==> src/design/command_line_assembler_unit_assert.svh <==
// ----------------------------------------------------------------------------
// command line assembler assertion macros
// shared property wrappers, clocked on the rising edge, off during reset
// ----------------------------------------------------------------------------
`ifndef COMMAND_LINE_ASSEMBLER_UNIT_ASSERT_SVH
`define COMMAND_LINE_ASSEMBLER_UNIT_ASSERT_SVH

// property that must hold at every edge out of reset
`define CLA_ASSERT(lbl, clk, rst_n, prop) \
	lbl: assert property (@(posedge clk) disable iff (!rst_n) (prop)) \
		else $error("command line assembler check failed");

// implication from a trigger to a consequence in the same cycle
`define CLA_ASSERT_IMP(lbl, clk, rst_n, trig, cons) \
	lbl: assert property (@(posedge clk) disable iff (!rst_n) (trig) |-> (cons)) \
		else $error("command line assembler implication failed");

`endif

==> src/design/cla_pkg.sv <==
// ----------------------------------------------------------------------------
// cla_pkg
// shared types, codes and sizes of the command line assembler
// ----------------------------------------------------------------------------
`timescale 1ns / 1ps

package cla_pkg;

	// line store size
	localparam int LINE_DEPTH = 32;
	localparam int CNT_W      = $clog2(LINE_DEPTH + 1);
	localparam int IDX_W      = (LINE_DEPTH > 1) ? $clog2(LINE_DEPTH) : 1;

	// character codes
	localparam logic [7:0] CODE_CR        = 8'h0D;
	localparam logic [7:0] PRINT_LOW      = 8'h20;
	localparam logic [7:0] PRINT_HIGH     = 8'h7E;
	localparam logic [7:0] ESCAPE_RESET   = 8'd27;
	localparam logic [7:0] BACKSPACE_RESET = 8'd8;

	// register indexes
	localparam logic REG_ESCAPE    = 1'b0;
	localparam logic REG_BACKSPACE = 1'b1;

	typedef enum logic [1:0] {
		KIND_CHAR  = 2'd0,
		KIND_EOL   = 2'd1,
		KIND_ERROR = 2'd2
	} kind_t;

	typedef enum logic [2:0] {
		ST_IDLE,
		ST_EVAL,
		ST_RD,
		ST_WR,
		ST_EOL
	} state_t;

	// controller to datapath
	typedef struct packed {
		logic  capture;
		logic  clear_cnt;
		logic  dec_cnt;
		logic  append;
		logic  rd_start;
		logic  rd_next;
		logic  load_out;
		kind_t out_kind;
	} cmd_t;

	// datapath to controller
	typedef struct packed {
		logic full;
		logic is_esc;
		logic is_bs;
		logic is_print;
		logic is_cr;
		logic empty;
		logic rd_last;
		logic slot_free;
	} status_t;

endpackage

==> src/design/command_line_assembler_unit.sv <==
// ----------------------------------------------------------------------------
// command_line_assembler_unit
// collects received words into a command line with backspace and escape
// ----------------------------------------------------------------------------
//  channel   direction  contents
//  s_axis    in         rx_byte in tdata
//  m_axis    out        line_char in tdata, kind in tuser, last in tlast
//  cfg       in         register index and write data
//
//  a byte that only edits the line is accepted, then evaluated
//  an error is evaluated and loaded once the output register is free
//  a carriage return reads each stored character through the
//  registered read port of the line store (address, then data)
//  a new word is taken while the last result still waits in the output register
//  reset clears the count and sets the code registers to their defaults; the store itself is not cleared
// ----------------------------------------------------------------------------
`timescale 1ns / 1ps

module command_line_assembler_unit (
	input  logic       clk,
	input  logic       arst_n,
	input  logic       s_axis_tvalid,
	output logic       s_axis_tready,
	input  logic [7:0] s_axis_tdata,   // [7:0] rx_byte
	output logic       m_axis_tvalid,
	input  logic       m_axis_tready,
	output logic [7:0] m_axis_tdata,   // [7:0] line_char
	output logic [1:0] m_axis_tuser,   // [1:0] kind
	output logic       m_axis_tlast,
	input  logic       cfg_valid,
	output logic       cfg_ready,
	input  logic       cfg_index,
	input  logic [7:0] cfg_data
);
	import cla_pkg::*;

	cmd_t    cmd;
	status_t st;

	assign cfg_ready = 1'b1;

	// sequencer
	cla_ctrl u_ctrl (
		.clk      (clk),
		.arst_n   (arst_n),
		.in_valid (s_axis_tvalid),
		.in_ready (s_axis_tready),
		.st       (st),
		.cmd      (cmd)
	);

	// datapath
	cla_dp u_dp (
		.clk       (clk),
		.arst_n    (arst_n),
		.cmd       (cmd),
		.st        (st),
		.rx_byte   (s_axis_tdata),
		.cfg_we    (cfg_valid && cfg_ready),
		.cfg_index (cfg_index),
		.cfg_data  (cfg_data),
		.out_valid (m_axis_tvalid),
		.out_ready (m_axis_tready),
		.out_kind  (m_axis_tuser),
		.out_char  (m_axis_tdata),
		.out_last  (m_axis_tlast)
	);

endmodule

==> src/design/cla_ctrl.sv <==
// ----------------------------------------------------------------------------
// cla_ctrl
// sequencer: takes one word, classifies it, and for a carriage return drives the line readout
// ----------------------------------------------------------------------------
`timescale 1ns / 1ps

module cla_ctrl (
	input  logic              clk,
	input  logic              arst_n,
	input  logic              in_valid,
	output logic              in_ready,
	input  cla_pkg::status_t  st,
	output cla_pkg::cmd_t     cmd
);
	import cla_pkg::*;

	state_t state_q;
	state_t state_d;

	// state register
	always_ff @(posedge clk or negedge arst_n) begin
		if (!arst_n) begin
			state_q <= ST_IDLE;
		end else begin
			state_q <= state_d;
		end
	end

	// next state
	always_comb begin
		state_d = state_q;
		case (state_q)
			ST_IDLE: begin
				if (in_valid) state_d = ST_EVAL;
			end
			ST_EVAL: begin
				if (st.full || st.is_esc) begin
					if (st.slot_free) state_d = ST_IDLE;
				end else if (st.is_bs || st.is_print) begin
					state_d = ST_IDLE;
				end else if (st.is_cr) begin
					state_d = st.empty ? ST_EOL : ST_RD;
				end else begin
					state_d = ST_IDLE;
				end
			end
			ST_RD: begin
				state_d = ST_WR;
			end
			ST_WR: begin
				if (st.slot_free) state_d = st.rd_last ? ST_EOL : ST_RD;
			end
			ST_EOL: begin
				if (st.slot_free) state_d = ST_IDLE;
			end
			default: state_d = ST_IDLE;
		endcase
	end

	// outputs
	always_comb begin
		in_ready     = 1'b0;
		cmd          = '0;
		cmd.out_kind = KIND_CHAR;
		case (state_q)
			ST_IDLE: begin
				in_ready    = 1'b1;
				cmd.capture = in_valid;
			end
			ST_EVAL: begin
				if (st.full || st.is_esc) begin
					if (st.slot_free) begin
						cmd.clear_cnt = 1'b1;
						cmd.load_out  = 1'b1;
						cmd.out_kind  = KIND_ERROR;
					end
				end else if (st.is_bs) begin
					cmd.dec_cnt = !st.empty;
				end else if (st.is_print) begin
					cmd.append = 1'b1;
				end else if (st.is_cr) begin
					cmd.rd_start = 1'b1;
				end
			end
			ST_RD: begin
			end
			ST_WR: begin
				if (st.slot_free) begin
					cmd.load_out = 1'b1;
					cmd.rd_next  = 1'b1;
					cmd.out_kind = KIND_CHAR;
				end
			end
			ST_EOL: begin
				if (st.slot_free) begin
					cmd.load_out  = 1'b1;
					cmd.clear_cnt = 1'b1;
					cmd.out_kind  = KIND_EOL;
				end
			end
			default: begin
			end
		endcase
	end

endmodule

==> src/design/cla_dp.sv <==
// ----------------------------------------------------------------------------
// cla_dp
// line store, character count, code registers and the output word register
// ----------------------------------------------------------------------------
`timescale 1ns / 1ps
`include "command_line_assembler_unit_assert.svh"

module cla_dp (
	input  logic                  clk,
	input  logic                  arst_n,
	input  cla_pkg::cmd_t         cmd,
	output cla_pkg::status_t      st,
	input  logic [7:0]            rx_byte,
	input  logic                  cfg_we,
	input  logic                  cfg_index,
	input  logic [7:0]            cfg_data,
	output logic                  out_valid,
	input  logic                  out_ready,
	output logic [1:0]            out_kind,
	output logic [7:0]            out_char,
	output logic                  out_last
);
	import cla_pkg::*;

	logic [7:0]       mem_q [LINE_DEPTH];
	logic [7:0]       rd_data_q;
	logic [7:0]       rx_q;
	logic [7:0]       esc_q;
	logic [7:0]       bs_q;
	logic [CNT_W-1:0] cnt_q;
	logic [CNT_W-1:0] rd_idx_q;
	logic             out_valid_q;
	kind_t            kind_q;
	logic [7:0]       char_q;
	logic             last_q;

	// code registers
	always_ff @(posedge clk or negedge arst_n) begin
		if (!arst_n) begin
			esc_q <= ESCAPE_RESET;
			bs_q  <= BACKSPACE_RESET;
		end else if (cfg_we) begin
			case (cfg_index)
				REG_ESCAPE:    esc_q <= cfg_data;
				REG_BACKSPACE: bs_q  <= cfg_data;
				default: begin
				end
			endcase
		end
	end

	// received word
	always_ff @(posedge clk) begin
		if (cmd.capture) rx_q <= rx_byte;
	end

	// character count, clear wins over backspace over append
	always_ff @(posedge clk or negedge arst_n) begin
		if (!arst_n) begin
			cnt_q <= '0;
		end else if (cmd.clear_cnt) begin
			cnt_q <= '0;
		end else if (cmd.dec_cnt) begin
			cnt_q <= cnt_q - 1'b1;
		end else if (cmd.append) begin
			cnt_q <= cnt_q + 1'b1;
		end
	end

	// readout index
	always_ff @(posedge clk or negedge arst_n) begin
		if (!arst_n) begin
			rd_idx_q <= '0;
		end else if (cmd.rd_start) begin
			rd_idx_q <= '0;
		end else if (cmd.rd_next) begin
			rd_idx_q <= rd_idx_q + 1'b1;
		end
	end

	// line store write port
	always_ff @(posedge clk) begin
		if (cmd.append) mem_q[cnt_q[IDX_W-1:0]] <= rx_q;
	end

	// line store registered read port
	always_ff @(posedge clk) begin
		rd_data_q <= mem_q[rd_idx_q[IDX_W-1:0]];
	end

	// output word register
	always_ff @(posedge clk or negedge arst_n) begin
		if (!arst_n) begin
			out_valid_q <= 1'b0;
		end else if (cmd.load_out) begin
			out_valid_q <= 1'b1;
		end else if (out_ready) begin
			out_valid_q <= 1'b0;
		end
	end

	always_ff @(posedge clk) begin
		if (cmd.load_out) begin
			kind_q <= cmd.out_kind;
			case (cmd.out_kind)
				KIND_CHAR: begin
					char_q <= rd_data_q;
					last_q <= 1'b0;
				end
				default: begin
					char_q <= 8'd0;
					last_q <= 1'b1;
				end
			endcase
		end
	end

	// status back to the sequencer
	always_comb begin
		st.full      = (cnt_q >= CNT_W'(LINE_DEPTH));
		st.is_esc    = (rx_q == esc_q);
		st.is_bs     = (rx_q == bs_q);
		st.is_print  = (rx_q >= PRINT_LOW) && (rx_q <= PRINT_HIGH);
		st.is_cr     = (rx_q == CODE_CR);
		st.empty     = (cnt_q == '0);
		st.rd_last   = (CNT_W'(rd_idx_q + 1'b1) == cnt_q);
		st.slot_free = !out_valid_q || out_ready;
	end

	assign out_valid = out_valid_q;
	assign out_kind  = kind_q;
	assign out_char  = char_q;
	assign out_last  = last_q;

	// count never runs past the store
	`CLA_ASSERT(a_cnt_bound, clk, arst_n, cnt_q <= CNT_W'(LINE_DEPTH))
	// a result is loaded only into a free output slot
	`CLA_ASSERT_IMP(a_load_free, clk, arst_n, cmd.load_out, !out_valid_q || out_ready)
	// append only below a full store
	`CLA_ASSERT_IMP(a_append_room, clk, arst_n, cmd.append, cnt_q < CNT_W'(LINE_DEPTH))
	// readout never reads beyond the stored characters
	`CLA_ASSERT_IMP(a_rd_range, clk, arst_n, cmd.rd_next, rd_idx_q < cnt_q)

endmodule
==> config.mk <==
export PLATFORM = sky130hd
export DESIGN_NAME = command_line_assembler_unit
export DESIGN_NICKNAME = d
export VERILOG_FILES = /design/src/design/cla_pkg.sv /design/src/design/command_line_assembler_unit.sv /design/src/design/cla_ctrl.sv /design/src/design/cla_dp.sv
export VERILOG_INCLUDE_DIRS = /design/src /design/src/design
export SDC_FILE = /design/constraint.sdc
export NUM_CORES = 1
export LEC_CHECK = 0
export BUFFER_PORTS_ARGS = -buffer_cell sky130_fd_sc_hd__buf_2
export CAP_MARGIN = 20
export CELL_PAD_IN_SITES_DETAIL_PLACEMENT = 0
export CELL_PAD_IN_SITES_GLOBAL_PLACEMENT = 2
export CORE_MARGIN = 10
export CORE_UTILIZATION = 43
export DETAILED_ROUTE_END_ITERATION = 10
export GPL_TIMING_DRIVEN = 0
export PLACE_DENSITY = 0.75
export SYNTH_ARGS = -nofsm -noshare
export SYNTH_HDL_FRONTEND = slang
export SYNTH_HIERARCHICAL = 1
export SYNTH_SLANG_ARGS = --single-unit
==> constraint.sdc <==
create_clock -name clk -period 3.6 [get_ports clk]
set_input_delay 0.72 -clock clk [delete_from_list [all_inputs] [get_ports clk]]
set_output_delay 0.72 -clock clk [all_outputs]
set_load 0.02 [all_outputs]
## After elaboration in Yosys (flattened, before gate mapping)

Memory sizes are Yosys's and may differ from the RTL's. A register that Yosys moved wholly into a read port is not among the register bits.
Index checks and enable logic that the tools add are counted.
Widths: inputs -> output; s select.

- Output and inout bits: 14
- RAM bits: 256
- Word-level logic and storage cells: 80
- Flip-flop bits (word level): 51
- Input port bits: 22
- Memories: 1

Memories:

| memory | depth | bits a word | rd ports | clocked after memory_dff | wr ports | RTL line | source |
|---|---|---|---|---|---|---|---|
| u_dp.mem_q | 32 | 8 | 1 | 1 | 1 | cla_dp.sv:25 | `logic [7:0] mem_q [LINE_DEPTH];` |

- Magnitude comparators: 3
- Equal/unequal tests: 10
- Add/sub/neg operators: 3
- Bitwise logic cells: 1
- Reductions and logical operators: 15
- Mux-type cells: 37

Operators by type and width:

| cell | number |
|---|---|
| $mux 3 | 13 |
| $mux 6 | 5 |
| $eq 8x8->1 | 2 |
| $pmux 3 s5 | 1 |
| $mux 1 | 14 |
| $add 6x1->6 const B | 2 |
| $pmux 3 s3 | 1 |
| $eq 8x4->1 const B | 1 |
| $ge 8x6->1 const B | 1 |
| $le 8x7->1 const B | 1 |
| $eq 3x2->1 const B | 2 |
| $eq 6x6->1 | 1 |
| $ge 6x6->1 const B | 1 |
| $logic_not 6->1 | 1 |
| $reduce_and 2->1 | 3 |
| $sub 6x1->6 const B | 1 |
| $mux 4 | 1 |
| $ne 2x2->1 const B | 2 |
| $reduce_bool 2->1 | 2 |
| $eq 3x1->1 const B | 1 |
| $eq 3x3->1 const B | 1 |
| $logic_not 3->1 | 1 |
| $logic_or 1x1->1 | 3 |
| $reduce_bool 3->1 | 1 |
| 6 further kinds | 7 |

## Longest topological paths before layout

Gate-level depths: netlist of run 1.

- Depth after elaboration: 9
- Depth in mapped cells: 12

## Modules after synthesis

Netlist of run 1, hierarchy kept.

Modules (own cells, without submodules):

| module | times used | area an instance (um^2) | cells each | seq. area each (um^2) |
|---|---|---|---|---|
| cla_dp | 1 | 12600.8 | 718 | 9150.0 |
| cla_ctrl | 1 | 317.8 | 41 | 75.1 |
| command_line_assembler_unit | 1 | 11.3 | 2 | 0.0 |

## Worst setup path before layout of run 1

No wires, ideal clock.

- Path type: flip-flop to flip-flop
- Start point: register u_dp.rx_q[1]
- End point: register u_dp.cnt_q[5]
- Setup time: 128 ps
- Cell stages (with the launch flop): 13
- Setup slack: 62 ps
- Arrival time: 3411 ps
- Period minus slack after synthesis: 3538 ps
- Cells stage by stage: edfxtp_1 xnor2_1 nand4_1 nor2_1 nor2_2 nand3_1 nor3b_1 ha_1 a211oi_4 o21bai_2 a21oi_2 mux2i_1 mux2_1

RTL lines:

| element | RTL line | source |
|---|---|---|
| from (decl) | cla_dp.sv:27 | `logic [7:0] rx_q;` |
| from (signal assigned) | cla_dp.sv:54 | `if (cmd.capture) rx_q <= rx_byte;` |
| to (signal assigned) | cla_dp.sv:64 | `cnt_q <= cnt_q - 1'b1;` |
| to (signal assigned) | cla_dp.sv:66 | `cnt_q <= cnt_q + 1'b1;` |
| to (decl) | cla_dp.sv:30 | `logic [CNT_W-1:0] cnt_q;` |

==> impl_metrics.py, run 1 <==
metrics = {
    "die": {
        "ios": 36,
        "die_y_um": 193.4,
        "coreArea_um2": 29640,
        "dieWidth_um": 193.4,
        "initial_core_util": 0.4363,
        "dieArea_um2": 37410,
        "rows": 63,
    },
    "pwr": {
        "powerDensity_nw_per_um2": 736.7,
        "max-vdd-ir-drop_mv": 0.5334,
        "p_total_mw": 11.02,
        "power_leakage_nw": 5.083,
    },
    "layout": {
        "antenna-diode-count": 0,
        "final_nets": 875,
        "nFillCells": 2496,
        "utilization": 0.5048,
        "design_area_um2": 14960,
        "drive_above_1_share": 0.2632,
        "syn_to_final_growth_pct": 15.71,
    },
    "timing": {
        "finClkSkew_ns": 0.01509,
        "clock.fmax_ghz": 0.2793,
        "finalCritPeriodShare": 0.9946,
        "period_needed_ns": 3.581,
        "fin_ws_ns": 0.01943,
        "rsz0062_at_grt": "true",
        "finalSetupViolCount": 0,
        "final-max-slew-violation-count": 0,
        "worstMarginPinSlew_ns": 0.9006,
        "relSlewSlack": 0.3961,
        "hold_viol": 0,
    },
    "placed_design": {
        "port_buffers": 34,
        "place_hpwl_um": 19930,
        "placedInstanceArea_um2": 13810,
        "dp_worst_setup_slack_ns": -0.7857,
        "gp_congestion": 0.8394,
    },
    "yosys": {
        "syn-mean-instance-area_um2": 16.99,
        "ys_warn_count": 6,
        "ys.flop_type": "edfxtp_1",
        "synthTopCellsByArea": "edfxtp_1 (64%), mux4_2 (5.6%), dfrtp_1 (5.2%), mux2i_1 (4.5%), nor2_1 (1.6%)",
        "synth_common_cells": "edfxtp_1 (275), mux2i_1 (58), nor2_1 (54)",
        "synth_seq_cells": 315,
        "synthArstFlopShare": 0.1016,
        "synthCells": 761,
        "syn_nets": 789,
        "seq_area_frac_synth": 0.7135,
        "ys_types": 62,
        "synthesis.area_um2": 12930,
        "synth_top_area_cell": "edfxtp_1",
        "synth_top_area_frac": 0.6387,
        "synth_edf_count": 275,
        "yosysMostFrequentCell": "edfxtp_1",
    },
    "routing": {
        "via_count": 6877,
        "drt_iter0_drc": 477,
        "route.antenna.remaining_nets": 0,
        "wl_per_cell_um": 22.87,
        "first_pass_iters": 4,
        "finalWirelength_um": 28810,
        "vias_per_cell": 5.458,
        "drc": 0,
    },
    "cts": {
        "cts.path.max_buffers": 3,
        "cts_buffers": 31,
        "ctsHoldBuffers": 0,
        "htreeDepth": 1,
        "clkTransAtPathRegs_ns": 0.06,
        "cts.sinks": 315,
        "cts_root_buffer": "clkbuf_16",
        "tritoncts": "built",
        "clock_latency_ns": 0.56,
    },
    "global_routing": {
        "grt_max_degree": 33,
        "overflow": 0,
        "grt_pass1_vias": 7171,
        "antenna_found_initial": 0,
        "grt_pass1_wl_um": 43970,
        "track_usage": 0.1505,
    },
    "critical_path": {
        "cp_data_required_time_ns": 4.03,
        "path_max_fanout": 10,
        "worstReg2RegStart": "u_dp/cnt_q[2]",
        "reg2reg_slack_ns": 0.02,
        "rr_endpoint": "u_dp/cnt_q[5]",
        "startpoint_type": "flip-flop",
        "crit_end": "u_dp/cnt_q[5]",
        "crit_type": "flip-flop to flip-flop",
        "reg2regPathDepth": 10,
        "crit_start": "u_dp/cnt_q[2]",
        "arrival_ns": 4.01,
        "cp-end-kind": "flip-flop",
    },
    "worst_hold_path": {
        "hp-class": "input port to asynchronous set/reset pin",
    },
    "outcome": {
        "outcome": "completed",
    },
    "job": {
        "drv_cap": 0,
    },
}
per-layer routing:
metal / track usage / vias to the layer above / share of wire
met3: 0.02541 / 44 / 0.044
met4: 0.04692 / 0 / 0.023
li1: - / 3153 / -
met2: 0.2430 / 157 / 0.48
met1: 0.2033 / 3523 / 0.45
met5: 0 / - / 0
cells by family after synthesis:
| family | Yosys count | share of synthesized area |
|---|---|---|
| AOI/OAI and AO/OA | 93 | 0.05603 |
| xor gates and xnor gates | 29 | 0.01964 |
| adders and majority gates | 6 | 0.006387 |
| buffers and inverters | 44 | 0.02139 |
| DFF | 315 | 0.7135 |
| muxes | 108 | 0.1166 |
| other | 1 | 0.0002900 |
| and+or+nand+nor | 165 | 0.06619 |
cell usage in the layout, fill, tap and decap left out, types with 15 or more instances in the layout:
cell type,instances
mux2_2,16
mux2i_1,58
dfrtp_1,27
edfxtp_1,275
buf_4,20
mux4_2,32
nor2_2,19
a22oi_1,24
xnor2_1,22
buf_2,44
clkbuf_16,31
nand2_1,25
nor2_1,29
nand3_1,15
report_power, final:
group          switching, mW  total, mW  internal, mW
Clock                   1.31       3.02          1.72
Sequential             0.156       4.57          4.41
Combinational           2.03       3.43          1.40
Total                   3.49       11.0          7.53
timing repair:
item | 4_1_cts | 5_1_grt
buffers inserted | 10 | 2
gates resized for setup | 10 | 25
setup endpoints to repair | 262 | 257
pin swaps | 0 | 1
critical path, stage by stage (launching register included):
cell and delay (ns):
dfrtp_1 0.43, clkbuf_1 0.50, or3_1 0.39, nor4_2 0.11, nor3b_2 0.58, ha_1 0.39
a211oi_4 0.24, o21bai_2 0.11, a21oi_2 0.16, mux2i_1 0.22, mux2_1 0.33
cell type report:
cell class	count	area (µm²)	area share
multi-input combinational	402	3546	0.2370
inverter	3	11.26	0.0007526
clock inverter	19	151.4	0.01012
timing repair buffer	54	480.5	0.03211
sequential	315	9225	0.6166
buffer	40	261.5	0.01748
clock buffer	37	798.3	0.05335
tap	390	488.0	0.03261
stage by stage:
stage	setup TNS, ns	hold WS [ns]	cells
after global routing	-9.260	0.2849	1260
after global placement	-166.15	0.4944	1185
after CTS	-1.688	0.2375	1259
final	0	0.2320	1260
after floorplan	0	0.4244	761
after detailed placement	-95.77	0.4992	1193
sequential cells by signal (all words and copies together) (netlist names), 2 cells and up:
signal and flops:
u_dp/mem_q 256, u_dp/bs_q 8, u_dp/esc_q 8, u_dp/out_char 8
u_dp/rd_data_q 8, u_dp/rx_q 8, u_dp/cnt_q 6, u_dp/rd_idx_q 6
u_ctrl/state_q 3, u_dp/out_kind 2
worst min-delay path by stage:
stage	start	endpoint	slack [ns]	cells after the start
6_report	arst_n	u_dp/out_valid	0.23	1
3_5_place_dp	u_dp/rd_data_q[0]	u_dp/out_char[0]	0.50	1
5_1_grt	arst_n	u_dp/out_valid	0.28	1
2_1_floorplan	arst_n	u_ctrl/state_q[0]	0.42	0
3_3_place_gp	u_dp/rd_data_q[7]	u_dp/out_char[7]	0.49	1
4_1_cts	arst_n	u_dp/out_valid	0.24	1
Power figures use the tool's default switching activity.
==> inputs of run 2 (changes only) <==
Settings changed: CORE_MARGIN 10 to 8, CORE_UTILIZATION 43 to 44, SLEW_MARGIN set to 20, SYNTH_HIERARCHICAL 1 to unset.
==> run 2 against run 1 <==
Synthesized cell count decreased by 14%; worst hold slack gained 0.058 ns; largest power group unchanged; critical path type unchanged; fmax grew 7.2%; global-route usage rose by 1.2 points; die area fell by 7.6%; setup slack better by 0.24 ns.
==> impl_metrics.py, run 2 <==
metrics = {
    "timing": {
        "period_needed_ns": 3.339,
        "clock.fmax_ghz": 0.2995,
        "worstMarginPinSlew_ns": 0.8677,
        "finalSetupViolCount": 0,
        "finClkSkew_ns": 0.01963,
        "rsz0062_at_grt": "false",
        "final-max-slew-violation-count": 0,
        "relSlewSlack": 0.4194,
        "finalCritPeriodShare": 0.9274,
        "setup_tns_ns": 0,
        "hold_viol": 0,
    },
    "routing": {
        "drt_iter0_drc": 505,
        "drc": 0,
        "first_pass_iters": 5,
        "wl_per_cell_um": 23.83,
        "route.antenna.remaining_nets": 0,
        "vias_per_cell": 5.479,
        "finalWirelength_um": 27290,
        "via_count": 6273,
    },
    "critical_path": {
        "cp_slowest_cell": "nor2_1",
        "crit_family": "simple AND/OR/NAND/NOR gates",
        "crit_buf_inv": 1,
        "cp-end-kind": "flip-flop",
        "worstReg2RegStart": "u_dp.rx_q[5]",
        "cp_data_required_time_ns": 3.73,
        "path_cells": "xnor2_1 > nand4_1 > o21a_1 > clkbuf_1 > nand3_1 > nor2_1",
        "crit_type": "flip-flop to flip-flop",
        "crit_start": "u_dp.rx_q[5]",
        "path_max_fanout": 14,
        "crit_end": "u_dp.mem_q[19][3]",
        "path_depth": 6,
        "reg2regPathDepth": 6,
        "rr_endpoint": "u_dp.mem_q[19][3]",
        "reg2reg_slack_ns": 0.26,
        "startpoint_type": "flip-flop",
        "critPathMaxStageDelay_ns": 0.81,
        "arrival_ns": 3.46,
    },
    "worst_hold_path": {
        "hp-class": "input port to asynchronous set/reset pin",
    },
    "placed_design": {
        "dp.cells": 1079,
        "gp_congestion": 0.8133,
        "port_buffers": 34,
        "placedInstanceArea_um2": 13480,
        "place_hpwl_um": 19100,
    },
    "cts": {
        "tritoncts": "built",
        "cts_buffers": 34,
        "htreeDepth": 2,
        "clkTransAtPathRegs_ns": 0.06,
        "cts_root_buffer": "clkbuf_16",
        "cts.sinks": 315,
        "clock_latency_ns": 0.50,
        "ctsHoldBuffers": 0,
        "cts.path.max_buffers": 3,
    },
    "pwr": {
        "p_total_mw": 9.425,
        "combPwrFrac": 0.186,
        "p_sw_frac": 0.2647,
        "powerDensity_nw_per_um2": 643.6,
        "max-vdd-ir-drop_mv": 0.3580,
        "power_frac_clock": 0.339,
        "power_leakage_nw": 4.682,
        "netSwitchingPower_mw": 2.495,
        "p_int_mw": 6.930,
        "seq_power_share": 0.476,
    },
    "global_routing": {
        "antenna_found_initial": 0,
        "grt_max_degree": 33,
        "overflow": 0,
        "track_usage": 0.1620,
        "grt_pass1_wl_um": 41090,
        "grt_pass1_vias": 6619,
    },
    "yosys": {
        "synthTopCellsByArea": "edfxtp_1 (65%), mux4_2 (14%), dfrtp_1 (5.3%), xnor2_1 (1.7%), mux2_2 (1.5%)",
        "synth_common_cells": "edfxtp_1 (275), mux4_2 (80), nor2_1 (47)",
        "ys.flop_type": "edfxtp_1",
        "seq_area_frac_synth": 0.7263,
        "synth_top_area_cell": "edfxtp_1",
        "synthesis.area_um2": 12700,
        "synthCells": 654,
        "synth_edf_count": 275,
        "yosysMostFrequentCell": "edfxtp_1",
        "synth_seq_cells": 315,
        "synthArstFlopShare": 0.1016,
        "ys_warn_count": 0,
        "ys_types": 49,
        "synth_top_area_frac": 0.6502,
        "syn-mean-instance-area_um2": 19.42,
        "syn_nets": 678,
    },
    "die": {
        "dieArea_um2": 34560,
        "rows": 62,
        "coreArea_um2": 28550,
        "dieWidth_um": 185.9,
        "initial_core_util": 0.4449,
        "die_y_um": 185.9,
        "ios": 36,
    },
    "layout": {
        "syn_to_final_growth_pct": 15.31,
        "utilization": 0.5130,
        "design_area_um2": 14650,
        "drive_above_1_share": 0.3101,
        "layoutNonFillerInstCount": 1145,
        "final_common_cell": "edfxtp_1",
        "antenna-diode-count": 0,
        "final_cell_mix": "edfxtp_1 (275), mux4_2 (80), buf_2 (38), clkbuf_16 (34), clkbuf_1 (29)",
        "largest_register_ff_count": 256,
        "final_nets": 765,
    },
    "outcome": {
        "outcome": "completed",
    },
    "job": {
        "drv_cap": 0,
    },
}
==> run 2: cell types whose count changed after synthesis, sizes merged, moves of 14 or more <==
cell	before	now
buf	31	10
nand2	25	9
clkbuf	10	24
a22oi	24	0
mux2i	58	5
mux4	32	80
==> run 2: layout make-up <==
type	count	area [µm²]
Buffer	34	166.4
Clock buffer	39	869.6
Clock inverter	17	138.9
Fill cell	2358	13900
Inverter	3	11.26
Multi-Input combinational cell	302	3383
Sequential cell	315	9225
Tap cell	384	480.5
Timing Repair Buffer	51	370.4
==> run 2: what timing repair did <==
item                                    4_1_cts  5_1_grt
pin swaps                                     0        3
endpoints found under the setup margin      242      249
cloned                                        0        0
setup buffers                                 1        9
gates resized for setup                      16       10
==> run 2: power groups by stage <==
stage | clock, mW | combinational [mW] | sequential (mW)
floorplan | 0 | 1.08 | 4.57
global placement | 0 | 1.51 | 4.67
detailed placement | 0 | 1.69 | 4.59
CTS | 3.26 | 1.73 | 4.51
global route | 3.41 | 1.90 | 4.50
finish | 3.19 | 1.75 | 4.48
==> run 2: worst min path at each step <==
stage | to | slack (ns) | cells after the start
3_3_place_gp | u_dp.esc_q[2] | 0.49 | 1
2_1_floorplan | u_ctrl.state_q[0] | 0.42 | 0
4_1_cts | u_dp.rd_idx_q[5] | 0.31 | 1
5_1_grt | u_dp.out_valid | 0.34 | 1
6_report | u_dp.out_valid | 0.29 | 1
3_5_place_dp | u_dp.esc_q[2] | 0.50 | 1
==> run 2: metal layers <==
| metal | up-vias | routed length [µm] | global-route usage |
|---|---|---|---|
| met5 | - | 0 | 0 |
| met4 | 0 | 551 | 0.04668 |
| met3 | 39 | 1547 | 0.02967 |
| met1 | 3256 | 11690 | 0.2217 |
| met2 | 156 | 13500 | 0.2629 |
| li1 | 2822 | - | - |
==> run 2: logic make-up (layout without fill, tap and decap cells) <==
logic type,count (synthesis),count (layout),share of synthesized area
DFF,315,315,0.7263
and+or+nand+nor,134,134,0.05576
muxes,110,110,0.1680
buffers and inverters,37,144,0.01399
xor gates and xnor gates,29,29,0.02000
AOI/OAI and AO/OA,26,26,0.01369
adders and majority gates,2,2,0.001970
other,1,1,0.0002953
==> run 2: through the flow <==
step / hold slack (ns) / worst slack, ns
after floorplan: 0.4244 / 0.7566
after global placement: 0.4950 / -0.5917
after detailed placement: 0.5003 / -0.3731
after CTS: 0.3148 / -0.1799
after global routing: 0.3432 / 0.02627
final: 0.2905 / 0.2614
==> inputs of run 3 (changes only) <==
Settings changed: CORE_UTILIZATION 44 to 43, SYNTH_HIERARCHICAL set to 1.
==> run 3 against run 2 <==
Non-clock buffer count grew 11; critical endpoint is now u_dp/cnt_q[5]; highest routed layer unchanged; global-route usage is 0.19 points higher; first-iteration DRC count down 12%.
==> impl_metrics.py, run 3 (synthesized netlist as in run 1, its figures left out) <==
metrics = {
    "critical_path": {
        "reg2reg_slack_ns": 0.06,
        "arrival_ns": 3.93,
        "cp_data_required_time_ns": 3.99,
        "crit_type": "flip-flop to flip-flop",
        "cp-end-kind": "flip-flop",
        "startpoint_type": "flip-flop",
        "path_max_fanout": 10,
    },
    "layout": {
        "design_area_um2": 15080,
        "drive_above_1_share": 0.2691,
        "final_cell_mix": "edfxtp_1 (275), mux2i_1 (58), buf_2 (44), clkbuf_16 (35), mux4_2 (32)",
        "largest_register_ff_count": 256,
        "utilization": 0.5087,
        "final_nets": 880,
        "final_common_cell": "edfxtp_1",
        "antenna-diode-count": 0,
        "syn_to_final_growth_pct": 16.61,
        "layoutNonFillerInstCount": 1267,
    },
    "global_routing": {
        "grt_pass1_wl_um": 44570,
        "grt_max_degree": 33,
        "grt_pass1_vias": 7317,
        "track_usage": 0.1639,
        "antenna_found_initial": 0,
        "overflow": 0,
    },
    "placed_design": {
        "port_buffers": 34,
        "placedInstanceArea_um2": 13760,
        "dp.cells": 1195,
        "place_hpwl_um": 19850,
        "gp_congestion": 0.8074,
    },
    "pwr": {
        "power_leakage_nw": 5.143,
        "power_frac_clock": 0.299,
        "combPwrFrac": 0.301,
        "max-vdd-ir-drop_mv": 0.4124,
        "powerDensity_nw_per_um2": 757.8,
        "netSwitchingPower_mw": 3.557,
        "p_int_mw": 7.869,
        "p_total_mw": 11.43,
        "seq_power_share": 0.400,
        "p_sw_frac": 0.3113,
    },
    "timing": {
        "finClkSkew_ns": 0.01948,
        "relSlewSlack": 0.4158,
        "final-max-slew-violation-count": 0,
        "clock.fmax_ghz": 0.2825,
        "rsz0062_at_grt": "true",
        "period_needed_ns": 3.540,
        "setup_tns_ns": 0,
        "hold_viol": 0,
        "worstMarginPinSlew_ns": 0.8731,
        "finalCritPeriodShare": 0.9834,
        "finalSetupViolCount": 0,
    },
    "routing": {
        "drc": 0,
        "route.antenna.remaining_nets": 0,
        "wl_per_cell_um": 22.88,
        "finalWirelength_um": 28990,
        "first_pass_iters": 4,
        "vias_per_cell": 5.509,
        "via_count": 6980,
        "drt_iter0_drc": 445,
    },
    "die": {
        "initial_core_util": 0.4363,
        "dieArea_um2": 35870,
        "rows": 63,
        "ios": 36,
        "coreArea_um2": 29640,
        "die_y_um": 189.4,
        "dieWidth_um": 189.4,
    },
    "job": {
        "drv_cap": 0,
    },
    "cts": {
        "cts.path.max_buffers": 3,
        "cts_root_buffer": "clkbuf_16",
        "clock_latency_ns": 0.51,
        "clkTransAtPathRegs_ns": 0.06,
        "cts_buffers": 34,
        "tritoncts": "built",
        "cts.sinks": 315,
        "ctsHoldBuffers": 0,
        "htreeDepth": 2,
    },
    "worst_hold_path": {
        "hp-class": "input port to asynchronous set/reset pin",
    },
    "outcome": {
        "outcome": "completed",
    },
}
run 3: critical path, stage by stage (launching register included):
cell and delay, ns:
dfrtp_1 0.38, clkbuf_1 0.31, or3_1 0.63, nor4_2 0.48
nor3b_4 0.17, ha_1 0.39, a211oi_4 0.24, o21bai_2 0.10
a21oi_2 0.16, mux2i_1 0.22, mux2_1 0.33
run 3: what timing repair did:
item	CTS	global route
gates resized for setup	27	11
hold endpoints to repair	0	0
setup buffers	11	1
setup endpoints to repair	259	257
gates cloned	0	0
run 3: area by class of cell:
class / instances / area [µm²]
Fill cell: 2509 / 14560
Sequential cell: 315 / 9225
Multi-Input combinational cell: 402 / 3557
Clock buffer: 44 / 909.6
Tap cell: 390 / 488.0
Timing Repair Buffer: 56 / 431.7
Buffer: 40 / 262.8
Clock inverter: 17 / 191.4
Inverter: 3 / 11.26
run 3: power by group through the flow:
stage / Combinational, mW / Sequential, mW / Clock (mW)
finish: 3.44 / 4.56 / 3.42
detailed placement: 3.26 / 4.73 / 0
CTS: 3.42 / 4.57 / 3.50
global placement: 3.01 / 4.84 / 0
global route: 3.70 / 4.59 / 3.64
floorplan: 2.18 / 4.72 / 0
run 3: metrics by stage:
step | worst slack (ns) | hold slack [ns]
detailed placement | -0.6462 | 0.5040
floorplan | 0.06151 | 0.4244
global placement | -0.9908 | 0.5088
global route | -0.1537 | 0.3421
CTS | -0.1175 | 0.3070
finish | 0.05992 | 0.2954
run 3: final timing paths:
path / endpoint / cells past startpoint / start
max: u_dp/cnt_q[5] / 10 / u_dp/cnt_q[4]
min: u_dp/rd_idx_q[3] / 1 / arst_n
max reg2reg: u_dp/cnt_q[5] / 10 / u_dp/cnt_q[4]
min reg2reg: u_dp/out_char[3] / 1 / u_dp/rd_data_q[3]
max in group asynchronous: u_dp/bs_q[6] / 1 / arst_n
min in group clk: u_dp/rx_q[6] / 1 / s_axis_tdata[6]
run 3: per-layer routing:
| layer | up-vias | part of all wire | global-route usage |
|---|---|---|---|
| li1 | 3173 | - | - |
| met1 | 3570 | 0.44 | 0.2217 |
| met2 | 182 | 0.48 | 0.2639 |
| met3 | 55 | 0.051 | 0.02833 |
| met4 | 0 | 0.027 | 0.05713 |
| met5 | - | 0 | 0 |
